<file path="src/rtl/hbs_pkg.sv">
// shared types, constants and the divider step for the height map sampler
// no dependencies
package hbs_pkg;

  // map geometry and store size
  localparam int MAP_SIZE    = 256;
  localparam int IDX_W       = $clog2(MAP_SIZE);
  localparam int ADDR_W      = 16;
  localparam int STORE_DEPTH = 1 << ADDR_W;

  // field widths
  localparam int POS_W  = 32;
  localparam int HGT_W  = 16;
  localparam int FRAC_W = 8;
  localparam int WGT_W  = 2 * FRAC_W + 1;
  localparam int CFG_W  = 16;

  // divider pipeline shape
  localparam int DIV_STEPS    = POS_W;
  localparam int STEPS_PER_ST = 2;
  localparam int DIV_STAGES   = DIV_STEPS / STEPS_PER_ST;

  // item kinds
  localparam logic KIND_WRITE  = 1'b0;
  localparam logic KIND_SAMPLE = 1'b1;

  // register indexes
  typedef enum logic {
    REG_CELL_SIZE   = 1'b0,
    REG_HEIGHT_GAIN = 1'b1
  } reg_idx_t;

  // item sideband carried alongside the divider
  typedef struct packed {
    logic              valid;
    logic              kind;
    logic [ADDR_W-1:0] idx;
    logic [HGT_W-1:0]  hgt;
  } side_t;

  // what the map stage hands to the blend stages
  typedef struct packed {
    logic                  valid;
    logic                  oor;
    logic [3:0][HGT_W-1:0] h;
    logic [3:0][WGT_W-1:0] w;
  } blend_in_t;

  // one restoring division step: returns {remainder, shifted numerator}
  function automatic logic [CFG_W+POS_W-1:0] div_step(
    input logic [CFG_W-1:0] rem,
    input logic [POS_W-1:0] num,
    input logic [CFG_W-1:0] dvs
  );
    logic [CFG_W:0]   t;
    logic             ge;
    logic [CFG_W-1:0] rem_n;
    t     = {rem, num[POS_W-1]};
    ge    = (t >= {1'b0, dvs});
    rem_n = ge ? CFG_W'(t - {1'b0, dvs}) : t[CFG_W-1:0];
    return {rem_n, num[POS_W-2:0], ge};
  endfunction

endpackage

</file>
<file path="src/rtl/hbs_blend.sv">
// weighted products, sum and gain scaling into the output register
// depends on hbs_pkg
module hbs_blend (
  input  logic                      clk,
  input  logic                      rst_n,
  input  logic                      adv,
  input  hbs_pkg::blend_in_t        blend_in,
  input  logic [hbs_pkg::CFG_W-1:0] height_gain,
  output logic                      out_valid,
  output logic [hbs_pkg::POS_W-1:0] out_height,
  output logic                      out_oor
);

  localparam int ACC_W = 32;
  localparam int SCL_W = ACC_W + hbs_pkg::CFG_W;

  logic                  p_valid_r, p_oor_r;
  logic [3:0][ACC_W-1:0] p_r;
  logic                  s_valid_r, s_oor_r;
  logic [ACC_W-1:0]      s_acc_r;
  logic [SCL_W-1:0]      scaled;
  logic                  o_valid_r, o_oor_r;
  logic [hbs_pkg::POS_W-1:0] o_height_r;

  // per-corner products
  always_ff @(posedge clk) begin
    if (!rst_n) begin
      p_valid_r <= 1'b0;
    end else if (adv) begin
      p_valid_r <= blend_in.valid;
    end
    if (adv) begin
      p_oor_r <= blend_in.oor;
      for (int i = 0; i < 4; i++) begin
        p_r[i] <= ACC_W'(blend_in.h[i] * blend_in.w[i]);
      end
    end
  end

  // weights sum to one, so the total stays below 2^32
  always_ff @(posedge clk) begin
    if (!rst_n) begin
      s_valid_r <= 1'b0;
    end else if (adv) begin
      s_valid_r <= p_valid_r;
    end
    if (adv) begin
      s_oor_r <= p_oor_r;
      s_acc_r <= p_r[0] + p_r[1] + p_r[2] + p_r[3];
    end
  end

  // gain and output register
  assign scaled = SCL_W'(s_acc_r) * SCL_W'(height_gain);

  always_ff @(posedge clk) begin
    if (!rst_n) begin
      o_valid_r <= 1'b0;
    end else if (adv) begin
      o_valid_r <= s_valid_r;
    end
    if (adv) begin
      o_oor_r    <= s_oor_r;
      o_height_r <= s_oor_r ? '0 : scaled[SCL_W-1:hbs_pkg::CFG_W];
    end
  end

  assign out_valid  = o_valid_r;
  assign out_height = o_height_r;
  assign out_oor    = o_oor_r;

endmodule

</file>
<file path="config.mk">
export PLATFORM = sky130hd
export DESIGN_NAME = hbs_blend
export DESIGN_NICKNAME = d
export VERILOG_FILES = /design/src/rtl/hbs_pkg.sv /design/src/rtl/hbs_blend.sv
export SDC_FILE = /design/constraint.sdc
export NUM_CORES = 2
export LEC_CHECK = 0
export BUFFER_PORTS_ARGS = -buffer_cell sky130_fd_sc_hd__buf_2
export CORE_ASPECT_RATIO = 1.4
export CORE_MARGIN = 10
export CORE_UTILIZATION = 60
export CTS_CLUSTER_SIZE = 28
export DETAILED_ROUTE_END_ITERATION = 10
export PLACE_DENSITY_LB_ADDON = 0.12
export SYNTH_ARGS = -nofsm -noshare
export SYNTH_HDL_FRONTEND = slang
export SYNTH_SLANG_ARGS = --single-unit
</file>
<file path="constraint.sdc">
create_clock -name clk -period 11.05 [get_ports clk]
set_input_delay 3.315 -clock clk [delete_from_list [all_inputs] [get_ports clk]]
set_output_delay 3.315 -clock clk [all_outputs]
set_load 0.01 [all_outputs]
</file>
# Word level (Yosys, flattened, before mapping)
# Cells that the tools add are included.
totals:
  n_memories: 0
  in_bits: 153
  out_inout_bits: 34
  rom_bits: 0
  mem_bits_rw: 0
  latch_bits: 0
  register_bits: 198
  word_cells: 20
classes:
  shift: 0
  order_cmp: 0
  n_bitwise: 0
  n_addsub: 3
  reduce_logical: 0
  muxes: 0
  eq_ne: 0
  multipliers: 5
  div_mod_pow: 0
op_table:
  columns: ["cell", "n"]
  rows:
  - ["multiplier 16 x 17 -> 32 bit", 4]
  - ["adder 32 bit", 3]
  - ["multiplier 32 x 16 -> 48 bit", 1]

# Depth between registers and ports, before layout
logic_depth:
  depth_word: 3
  ltp_mapped: 25
  depth_no_buf: 24

# Worst setup path after synthesis
# Ideal clock, no wire load.
synth_path:
  kind: "input -> register"
  startpoint: "input port blend_in[88] in the netlist's numbering"
  endpoint: "register p_r[60] in the netlist's numbering, data pin"
  arrival_ns: 9.385
  n_path_buf: 2
  t_required_ns: 10.892
  setup_slack_ns: 1.507
  setup_time_ns: 0.158
  path_stages: 23
  path_cell_list: "clkbuf_1 clkbuf_1 nand2_1 fa_1 inv_1 fa_1 inv_1 fa_1 fa_1 inv_1 fa_1 fa_1 ha_1 and3_1 a2111o_1 o31ai_2 a21boi_1 o21a_1 nor3_2 o21ai_1 a21oi_2 or4b_1 o211ai_1"
synth_via:
  elab_chain_cells: 1
synth_rtl:
  columns: ["element", "line_no", "source"]
  rows:
  - ["from (decl)", "hbs_blend.sv:7", "input hbs_pkg::blend_in_t blend_in,"]
  - ["multiplier 16 x 17 -> 32 bit", "hbs_blend.sv:35", "p_r[i] <= ACC_W'(blend_in.h[i] * blend_in.w[i]);"]
  - ["to (signal, indexed assignment)", "hbs_blend.sv:35", null]
  - ["to (decl)", "hbs_blend.sv:18", "logic [3:0][ACC_W-1:0] p_r;"]
# Every way passes these cells.
# A chain may end at the register's enable or synchronous reset.

# Worst setup path after layout
layout_path:
  startpoint: "input port height_gain[10] in the netlist's numbering"
  endpoint: "register o_height_r, in the netlist out_height[30], data pin"
layout_via:
  elab_chain_cells: 1
layout_rtl:
  columns: ["element", "line_no", "source"]
  rows:
  - ["from (decl)", "hbs_blend.sv:8", "input logic [hbs_pkg::CFG_W-1:0] height_gain,"]
  - ["multiplier 32 x 16 -> 48 bit", "hbs_blend.sv:54", "assign scaled = SCL_W'(s_acc_r) * SCL_W'(height_gain);"]
  - ["to (signal assigned)", "hbs_blend.sv:64", "o_height_r <= s_oor_r ? '0 : scaled[SCL_W-1:hbs_pkg::CFG_W];"]
  - ["to (decl)", "hbs_blend.sv:23", "logic [hbs_pkg::POS_W-1:0] o_height_r;"]
# Every way passes these cells.

==> results_dict.tcl <==
set metrics [dict create \
    critPathMaxFanout 32 \
    hold_violations 0 \
    slew_violations 0 \
    die_h_um 392 \
    worstMarginPinSlew_ns 1.04 \
    async_flop_share_pct 0 \
    setup_ws_ns 1.09 \
    drtPass1Iterations 5 \
    min_path_type "reg -> reg" \
    syn_area_um2 59300 \
    synth_top_area_share_pct 44.2 \
    drtIter0Drc 2152 \
    end_kind "flop" \
    dp.cells 7632 \
    cts_made_buffers 17 \
    post-route-min-period_ns 9.96 \
    coreArea_um2 98200 \
    syn_nets 8393 \
    drcViolationCount 0 \
    hold_slack_ns 0.453 \
    required_ns 11.27 \
    fmax_mhz 100 \
    core.rowCount 136 \
    ys_top_cells_by_area "fa_1, ha_1, edfxtp_1" \
    path_common_cell "fa_1" \
    synth_cell_types 67 \
    grt-ovfl-total 0 \
    clkLatencyLatePin_ns 0.49 \
    cp.arrival_ns 10.19 \
    htreeDepth 4 \
    post-cts-setup-buffer-count 0 \
    ios 187 \
    syn_to_final_growth_pct 3.94 \
    crit_chain "buf_2 -> nand2_1 -> fa_1 -> inv_1 -> fa_1 -> fa_1 -> fa_1 -> fa_1 -> inv_1 -> fa_1 -> inv_1 -> ha_1 -> a21o_1 -> a21o_1 -> a21oi_1 -> o21ai_0 -> nor3_1 -> a2111o_1 -> a211oi_1 -> o21ai_0 -> a21boi_0 -> nor3_1" \
    clock-sinks 198 \
    clock_path_buffers 2 \
    layoutNonFillerInstCount 7665 \
    root_buffer "clkbuf_16" \
    ys_seq_elements 198 \
    ant_nets 0 \
    grt_max_degree 118 \
    place_hpwl_um 121000 \
    fin_tns_setup_ns 0 \
    netlist_instances 6381 \
    synth_area_leader_cell "fa_1" \
    hold_buffers 0 \
    fp.dieArea_um2 112000 \
    synth_seq_area_share_pct 9.98 \
    clock_skew_ns 0.0212 \
    avgSynthCellArea_um2 9.29 \
    vias 42694 \
    drv_cap 0 \
    crit_path_max_incr_delay_ns 0.61 \
    routedWlPerCell_um 19.6 \
    routed_wl_um 150000 \
    outcome "complete, no violations" \
    critical-path-top-delay-family "adder cells" \
    criticalPathCategory "in -> reg" \
    gp_congestion 0.912 \
    finalSetupViolCount 0 \
    synthFlopType "edfxtp_1" \
    cts_tree "yes" \
    post-place-ws_ns 0.687 \
    rsz0062_at_grt "false" \
    critPathSlowestCell "buf_2" \
    period_share_pct 90.2 \
    grtUsageTotal_pct 28.0 \
    critPathBufInv 4 \
    slew-limit-headroom_pct 30.2 \
    drive_above_1_share_pct 3.84 \
    die_w_um 286 \
    via_per_inst 5.57 \
    io_buffers 186 \
    nets 8352 \
    initial_core_util_pct 60.4 \
    cts_resized 0 \
    yosys_warnings 0 \
    antenna_found_initial 5 \
    grt_pass1_vias 47778 \
    grt_pass1_wl_um 246000 \
    synth-edff-count 195 \
    path_clk_slew_ns 0.08 \
    worst_setup_path_start_kind "input pin" \
]
## per-stage QoR
| step | cell area (um2) | utilization, % |
|---|---|---|
| after floorplan | 59300 | - |
| after global routing | 61600 | 62.7 |
| after detailed placement | 61000 | 62.1 |
| final | 61600 | 62.7 |
| after global placement | 61000 | 62.1 |
| after CTS | 61600 | 62.7 |
## path summary, 6_finish.rpt
kind                                             from                            to  slack, ns  cells after the start
worst max-delay path                  height_gain[10]  out_height[30]$_SDFFCE_PP0P_       1.09                     22
worst min-delay path                p_oor_r$_DFFE_PP_             s_oor_r$_DFFE_PP_       0.45                      0
worst max register to register  s_acc_r[12]$_DFFE_PP_  out_height[30]$_SDFFCE_PP0P_       3.56                     21
worst min register to register      p_oor_r$_DFFE_PP_             s_oor_r$_DFFE_PP_       0.45                      0
## placed cells by master (no fill, tap or decap), types with 7 or more instances in the layout
cell	synthesis	layout
a211oi_1	15	15
a21o_1	83	83
inv_1	1488	1488
o31ai_1	9	9
ha_1	552	552
nor2_1	107	107
o211ai_1	11	11
o2111ai_1	7	7
xor2_1	44	44
edfxtp_1	195	195
o21bai_1	20	20
nand4_1	16	16
a31oi_1	16	16
fa_1	1307	1307
clkbuf_16	0	17
and3_1	17	17
buf_2	0	185
nor3_1	24	24
a21oi_1	136	136
or3_1	8	8
o21ai_0	74	74
xnor2_1	135	135
o21a_1	25	25
clkinv_8	0	7
nand2b_1	21	21
nand2_1	1076	1076
nor2b_1	21	21
buf_4	0	10
nand3_1	34	34
and2_1	592	592
## cell families after synthesis
kind of cell / Yosys count / synth area share (%)
AND/OR/NAND/NOR: 1939 / 15.4
adder cells (fa/ha/maj): 1859 / 55.8
buffers and inverters: 1745 / 11.1
AO/OA/AOI/OAI: 456 / 5.01
flip-flops: 198 / 9.98
XOR/XNOR: 179 / 2.65
multiplexers: 5 / 0.0866
## layer usage
layer	routed length [um]	share of wire, %	GRT usage, %
met4	8730	5.8	14.9
met2	80200	53	51.9
met3	7150	4.8	2.89
met1	54100	36	31.2
met5	48	0.032	0
## cell type report
class	instances	area (um2)
Clock buffer	17	425
Inverter	1488	5590
Timing Repair Buffer	197	1030
Antenna cell	1	2.50
Multi-Input combinational cell	4438	46800
Fill cell	8556	36600
Tap cell	1311	1640
Clock inverter	15	198
Sequential cell	198	5920
## cell usage after synthesis, drive strengths merged (17+ instances only)
master / n
and3: 17
nor3: 25
and2: 592
nand3: 34
o21a: 25
fa: 1307
nor2b: 21
o21ai: 77
nand2: 1076
nor2: 107
a21oi: 137
inv: 1488
xnor2: 135
nand2b: 21
o21bai: 20
xor2: 44
ha: 552
clkbuf: 257
a21o: 83
edfxtp: 195
## sequential cells by signal (all words and copies together), names as in the netlist
name / flops
out_valid: 1
s_valid_r: 1
s_acc_r: 32
out_oor: 1
out_height: 32
s_oor_r: 1
p_valid_r: 1
p_r: 128
p_oor_r: 1
## worst reg2reg max path, cell delays in order, from the launching register on
cell and delay (ns):
edfxtp_1 0.97, nand2_1 0.18, fa_1 0.58, inv_1 0.06, fa_1 0.49, fa_1 0.57, fa_1 0.44, fa_1 0.49
inv_1 0.05, fa_1 0.48, inv_1 0.05, ha_1 0.37, a21o_1 0.15, a21o_1 0.11, a21oi_1 0.08, o21ai_0 0.60
nor3_1 0.22, a2111o_1 0.53, a211oi_1 0.35, o21ai_0 0.21, a21boi_0 0.21, nor3_1 0.06
Power is not shown: default switching activity piles up to over one toggle a cycle in this logic, so the estimate is an artifact.
