[src/rtl/hbs_pkg.sv]
// shared types, constants and the divider step for the height map sampler
// no dependencies
package hbs_pkg;

  // map geometry and store size
  localparam int MAP_SIZE    = 256;
  localparam int IDX_W       = $clog2(MAP_SIZE);
  localparam int ADDR_W      = 16;
  localparam int STORE_DEPTH = 1 << ADDR_W;

  // field widths
  localparam int POS_W  = 32;
  localparam int HGT_W  = 16;
  localparam int FRAC_W = 8;
  localparam int WGT_W  = 2 * FRAC_W + 1;
  localparam int CFG_W  = 16;

  // divider pipeline shape
  localparam int DIV_STEPS    = POS_W;
  localparam int STEPS_PER_ST = 2;
  localparam int DIV_STAGES   = DIV_STEPS / STEPS_PER_ST;

  // item kinds
  localparam logic KIND_WRITE  = 1'b0;
  localparam logic KIND_SAMPLE = 1'b1;

  // register indexes
  typedef enum logic {
    REG_CELL_SIZE   = 1'b0,
    REG_HEIGHT_GAIN = 1'b1
  } reg_idx_t;

  // item sideband carried alongside the divider
  typedef struct packed {
    logic              valid;
    logic              kind;
    logic [ADDR_W-1:0] idx;
    logic [HGT_W-1:0]  hgt;
  } side_t;

  // what the map stage hands to the blend stages
  typedef struct packed {
    logic                  valid;
    logic                  oor;
    logic [3:0][HGT_W-1:0] h;
    logic [3:0][WGT_W-1:0] w;
  } blend_in_t;

  // one restoring division step: returns {remainder, shifted numerator}
  function automatic logic [CFG_W+POS_W-1:0] div_step(
    input logic [CFG_W-1:0] rem,
    input logic [POS_W-1:0] num,
    input logic [CFG_W-1:0] dvs
  );
    logic [CFG_W:0]   t;
    logic             ge;
    logic [CFG_W-1:0] rem_n;
    t     = {rem, num[POS_W-1]};
    ge    = (t >= {1'b0, dvs});
    rem_n = ge ? CFG_W'(t - {1'b0, dvs}) : t[CFG_W-1:0];
    return {rem_n, num[POS_W-2:0], ge};
  endfunction

endpackage

[src/rtl/hbs_div_pipe.sv]
// pipelined restoring divider for x and z by the cell size
// depends on hbs_pkg
module hbs_div_pipe (
  input  logic                         clk,
  input  logic                         rst_n,
  input  logic                         adv,
  input  hbs_pkg::side_t               side_in,
  input  logic [hbs_pkg::POS_W-1:0]    x_in,
  input  logic [hbs_pkg::POS_W-1:0]    z_in,
  input  logic [hbs_pkg::CFG_W-1:0]    cell_size,
  output hbs_pkg::side_t               side_out,
  output logic [hbs_pkg::POS_W-1:0]    gx,
  output logic [hbs_pkg::POS_W-1:0]    gz
);

  logic [hbs_pkg::CFG_W-1:0] dvs;
  hbs_pkg::side_t            side_r [hbs_pkg::DIV_STAGES];
  logic [hbs_pkg::CFG_W-1:0] rx_r   [hbs_pkg::DIV_STAGES];
  logic [hbs_pkg::CFG_W-1:0] rz_r   [hbs_pkg::DIV_STAGES];
  logic [hbs_pkg::POS_W-1:0] nx_r   [hbs_pkg::DIV_STAGES];
  logic [hbs_pkg::POS_W-1:0] nz_r   [hbs_pkg::DIV_STAGES];

  // zero cell size divides by one
  assign dvs = (cell_size == '0) ? hbs_pkg::CFG_W'(1) : cell_size;

  for (genvar s = 0; s < hbs_pkg::DIV_STAGES; s++) begin : g_stg
    logic [hbs_pkg::CFG_W-1:0] rx_nxt, rz_nxt;
    logic [hbs_pkg::POS_W-1:0] nx_nxt, nz_nxt;

    // two quotient bits per stage
    always_comb begin
      if (s == 0) begin
        rx_nxt = '0;
        rz_nxt = '0;
        nx_nxt = x_in;
        nz_nxt = z_in;
      end else begin
        rx_nxt = rx_r[s == 0 ? 0 : s-1];
        rz_nxt = rz_r[s == 0 ? 0 : s-1];
        nx_nxt = nx_r[s == 0 ? 0 : s-1];
        nz_nxt = nz_r[s == 0 ? 0 : s-1];
      end
      for (int k = 0; k < hbs_pkg::STEPS_PER_ST; k++) begin
        {rx_nxt, nx_nxt} = hbs_pkg::div_step(rx_nxt, nx_nxt, dvs);
        {rz_nxt, nz_nxt} = hbs_pkg::div_step(rz_nxt, nz_nxt, dvs);
      end
    end

    // stage registers
    always_ff @(posedge clk) begin
      if (!rst_n) begin
        side_r[s].valid <= 1'b0;
      end else if (adv) begin
        side_r[s] <= (s == 0) ? side_in : side_r[s == 0 ? 0 : s-1];
      end
      if (adv) begin
        rx_r[s] <= rx_nxt;
        rz_r[s] <= rz_nxt;
        nx_r[s] <= nx_nxt;
        nz_r[s] <= nz_nxt;
      end
    end
  end

  assign side_out = side_r[hbs_pkg::DIV_STAGES-1];
  assign gx       = nx_r[hbs_pkg::DIV_STAGES-1];
  assign gz       = nz_r[hbs_pkg::DIV_STAGES-1];

endmodule

[config.mk]
export PLATFORM = sky130hd
export DESIGN_NAME = hbs_div_pipe
export DESIGN_NICKNAME = d
export VERILOG_FILES = /design/src/rtl/hbs_pkg.sv /design/src/rtl/hbs_div_pipe.sv
export SDC_FILE = /design/constraint.sdc
export NUM_CORES = 2
export LEC_CHECK = 0
export ABC_CLOCK_PERIOD_IN_PS = 19700
export BUFFER_PORTS_ARGS = -buffer_cell sky130_fd_sc_hd__clkbuf_2
export CAP_MARGIN = 40
export CORE_ASPECT_RATIO = 1.25
export CORE_UTILIZATION = 64
export DETAILED_ROUTE_END_ITERATION = 16
export PLACE_DENSITY = 0.81
export SETUP_SLACK_MARGIN = 0.1
export SLEW_MARGIN = 20
export SYNTH_ARGS = -nofsm -noshare
export SYNTH_HDL_FRONTEND = slang
export SYNTH_SLANG_ARGS = --single-unit
[constraint.sdc]
create_clock -name clk -period 19.7 [get_ports clk]
set_input_delay 1.97 -clock clk [delete_from_list [all_inputs] [get_ports clk]]
set_output_delay 1.97 -clock clk [all_outputs]
set_load 0.05 [all_outputs]
# After elaboration in Yosys (flattened, before gate mapping)

Memories as Yosys holds them, arrays and structs flattened.
Index checks and enable logic that the tools add are counted.
Widths: inputs -> output; s select.

Add/subtract/negate cells: 64
Magnitude comparators: 64
Muxes and demuxes: 86
Bitwise gates (word level): 16
Reductions and logical operators: 1

Operators with widths:

| operator         | count |
|---|---|
| $ge 17x16->1     | 62 |
| $mux 16          | 65 |
| $sub 16x16->16   | 62 |
| $ge 1x16->1      | 2 |
| $sub 1x16->16    | 2 |
| $mux 1           | 21 |
| $logic_not 16->1 | 1 |
| $or 1x1->1       | 16 |

Register bits after elaboration: 0
RAM bits: 2,080
Output and inout port bits: 98
Word-level logic and storage cells: 236
Memories: 5

Memories:

| name   | words | width | read ports | clocked after memory_dff | write ports | line               | text |
|---|---|---|---|---|---|---|---|
| side_r | 16    | 34    | 16         | 0                        | 16          | hbs_div_pipe.sv:17 | `hbs_pkg::side_t side_r [hbs_pkg::DIV_STAGES];` |
| nx_r   | 16    | 32    | 16         | 0                        | 16          | hbs_div_pipe.sv:20 | `logic [hbs_pkg::POS_W-1:0] nx_r [hbs_pkg::DIV_STAGES];` |
| nz_r   | 16    | 32    | 16         | 0                        | 16          | hbs_div_pipe.sv:21 | `logic [hbs_pkg::POS_W-1:0] nz_r [hbs_pkg::DIV_STAGES];` |
| rx_r   | 16    | 16    | 15         | 0                        | 16          | hbs_div_pipe.sv:18 | `logic [hbs_pkg::CFG_W-1:0] rx_r [hbs_pkg::DIV_STAGES];` |
| rz_r   | 16    | 16    | 15         | 0                        | 16          | hbs_div_pipe.sv:19 | `logic [hbs_pkg::CFG_W-1:0] rz_r [hbs_pkg::DIV_STAGES];` |

# Depth between registers and ports, before layout

Word-level depth: 6
Gate-level depth with buffers: 28
Depth with buffers taken out: 24

# Least setup slack after synthesis

OpenSTA, ideal clock, no wires.

Path kind: in2reg
Start point: in rst_n
End point: mem side_r[0][0] (netlist name), enable pin
Library setup time: 0.962 ns
Arrival time: 14.133 ns
Data required time: 18.738 ns
Path slack: 4.604 ns
Stages: 2
Path through: clkbuf_1 > and2_1

RTL lines:

| item        | line               | text |
|---|---|---|
| from (decl) | hbs_div_pipe.sv:5  | `input logic rst_n,` |
| to (decl)   | hbs_div_pipe.sv:17 |  |

==> key figures <==
GRT
  • Antenna violations before repair: 6
  • Number of global-route vias before repair: 78,139
  • Global-route wire length before repair: 418,000 um
  • Largest net degree at the start of global routing: 198
  • Total grt overflow: 0
  • Total track usage: 0.290

Timing
  • Final WS setup: 10.69 ns
  • Min Tclk post-route: 9.01 ns
  • Fin crit share: 0.457
  • Max-slew headroom: 0.247
  • Min Hold Slack: 0.379 ns
  • Fmax achieved: 111 MHz
  • Fin Setup TNS: 0 ns
  • Layout Skew: 0.0645 ns
  • Max-slew violations: 0
  • Final setup violation count: 0
  • Unrepaired setup endpoints after global routing: false
  • Fin. Hold Viols: 0
  • Worst-Margin Slew: 1.13 ns

Finish
  • Filler cells: 12,064
  • Final nets: 10,856
  • Util after Layout: 0.704
  • Sequential Area: 0.0615 mm2
  • Layout cells sized above 1: 0.134
  • Multi-input gate area: 0.0516 mm2
  • Synthesis-to-layout area growth: 9.29%

Placement
  • Port bufs: 214
  • Final estimated routing congestion in global placement: 0.952
  • Dpl ws: 9.92 ns
  • DP Wirelength: 180,000 um

Critical path
  • Arr. time, crit path: 9.58 ns
  • Worst path slowest cell: clkinv_1
  • Worst r2r src: rx_r[0][103]
  • CP Class: in2reg
  • Bufs and invs on worst path: 4
  • Worst Setup End Kind: register
  • R2r worst-path depth: 19
  • Top cell by count, worst path: a21oi_1
  • Crit-path max FO: 26
  • Largest delay share family, worst path: compound AO/OA/AOI/OAI gates
  • Worst Setup SP: cell_size[2]
  • Critical Path Source Type: input pin
  • R2R Setup Slk: 13.17 ns
  • Worst stage delay on the critical path: 0.57 ns
  • Cell count along the critical path: 25
  • Worst EP required: 20.27 ns

CTS
  • H-tree Lvls: 4
  • Post-CTS setup repair buffer count: 0
  • Maximum clock insertion buffer count: 3
  • Clk sinks: 2,048
  • # resized after CTS: 0
  • Clock Tree Root: clkbuf_16
  • CTS Hold Bufs: 0
  • CTS clk-pin slew, worst paths: 0.07 ns
  • CTS buffer count: 192
  • TritonCTS clock tree: done
  • Worst-Skew Late Latency: 0.88 ns

Min path
  • HP Class: reg2reg
  • Hold_sp: side_r[4][0]
  • WHS Path Cells: 0

Detailed routing
  • Drt pass-1 iters: 8
  • Vias per inst: 6.33
  • # DRC: 0
  • Routed Wire Length: 267,000 um
  • Post-DRT Antenna Nets: 0
  • DR WL/cell: 21.9 um
  • Initial drt markers: 5,734
  • DR vias: 77,371

Logic synthesis
  • Sequential element share of the synthesized area: 0.532
  • Asr flop ratio synth: 0
  • Yosys reg bits: 2,048
  • Mapped cell area: 0.116 mm2
  • Number of synthesized flops with an enable pin: 2,047
  • Ys Warns: 0
  • Ys flop type: edfxtp_1
  • Syn Area/Cell: 12.3 um2
  • Synth unique cells: 96
  • Post-Syn Nets: 10,554
  • Cells after synthesis: 9,381

Floorplan
  • Die height: 477 um
  • I/O pins: 215
  • Std-Cell Rows: 174
  • Die area: 0.182 mm2
  • Initial Util: 0.644
  • Die X: 382 um
  • Core Footprint: 0.180 mm2

Run
  • Max-cap violations: 0

Status
  • Status: completed
[final timing paths]
| kind | to |
|---|---|
| max | rx_r[0][124] |
| min | side_r[4][34] |
| max reg2reg | rx_r[0][124] |
| min reg2reg | side_r[4][34] |
[placed cells by master, fill, tap and decap left out, types with 46 or more instances in the layout]
master	count
buf_4	79
nand4_1	125
clkbuf_16	192
nor2_1	573
nand2b_1	106
o21bai_1	89
o31ai_1	59
nor2b_1	118
nand2_1	530
clkbuf_2	213
fa_1	60
nand3_1	127
xor2_1	259
a21o_1	243
ha_1	996
xnor2_1	468
or3_1	49
o21ai_0	515
a211oi_1	79
and3_1	67
nor3_1	179
edfxtp_1	2047
o21a_1	177
clkinv_2	46
inv_1	328
a31oi_1	68
mux2_2	539
a21oi_1	687
[per-stage QoR]
stage | instance area [um2] | cells
floorplan | 116000 | 9381
global placement | 119000 | 11831
detailed placement | 120000 | 11854
CTS | 126000 | 12213
global route | 126000 | 12226
finish | 126000 | 12227
[sequential cells by signal, indices dropped and copies added, names as in the netlist]
signal / count
rz_r: 240
rx_r: 240
nx_r: 512
side_r: 544
nz_r: 512
[cell usage after synthesis (27+ instances only)]
master	instances	area [um2]
fa_1	60	1200
clkbuf_1	77	289
o211ai_1	33	248
edfxtp_1	2047	61500
or3_1	49	307
xor2_1	259	2270
inv_1	343	1290
nand4_1	125	782
xnor2_1	468	4100
mux2i_1	45	450
nor2b_1	118	738
ha_1	996	12500
a21oi_1	687	3440
a31oi_1	68	425
nand3_1	127	636
a211o_1	27	236
o21ai_0	516	2580
o21bai_1	90	676
a211oi_1	81	608
buf_4	102	766
nor2_1	574	2150
o31ai_1	59	443
o31a_1	45	394
nand2_1	530	1990
mux2_2	539	6070
nor4_1	36	225
nand2b_1	106	663
a21o_1	243	1820
buf_2	32	160
a31o_2	28	245
or2_2	27	169
nor3_1	179	896
o21a_1	177	1330
and2_1	42	263
and3_1	67	419
[worst register-to-register path, delay by kind of cell (launching register included)]
family	cells	cell delay, ns
compound gates	11	2.79
simple gates	4	1.31
fa+ha+maj	2	0.74
buf+inv	1	0.57
flops	1	0.45
mux	1	0.38
[cell type report]
type | instances | share of cell area
diodes | 3 | 0.0000594
clock buffers | 209 | 0.0385
clock inverters | 150 | 0.0134
inverters | 348 | 0.0104
multi-input cells | 6758 | 0.408
flip-flops and latches | 2048 | 0.486
well taps | 2376 | 0.0235
repair buffers | 335 | 0.0194
[logic make-up (layout without fill, tap and decap cells)]
logic type	Yosys count	count (layout)	share of synthesized area
compound gates	2316	2316	0.128
flops	2048	2048	0.532
simple gates	2046	2046	0.0849
fa+ha+maj	1056	1056	0.118
xor+xnor	727	727	0.0550
mux	613	613	0.0594
buf+inv	575	1042	0.0227
other cells	0	3	0
[layer usage]
layer  GRT usage  vias up  share of wire  routed length, um
met3      0.0433      882          0.059              15700
met5           0        -       0.000045                 12
li1            -    36326              -                  -
met1       0.345    37330           0.39             103000
met2       0.510     2831           0.50             135000
met4       0.144        2          0.051              13800
Power is not shown: default switching activity piles up to over one toggle a cycle in this logic, so the estimate is an artifact.
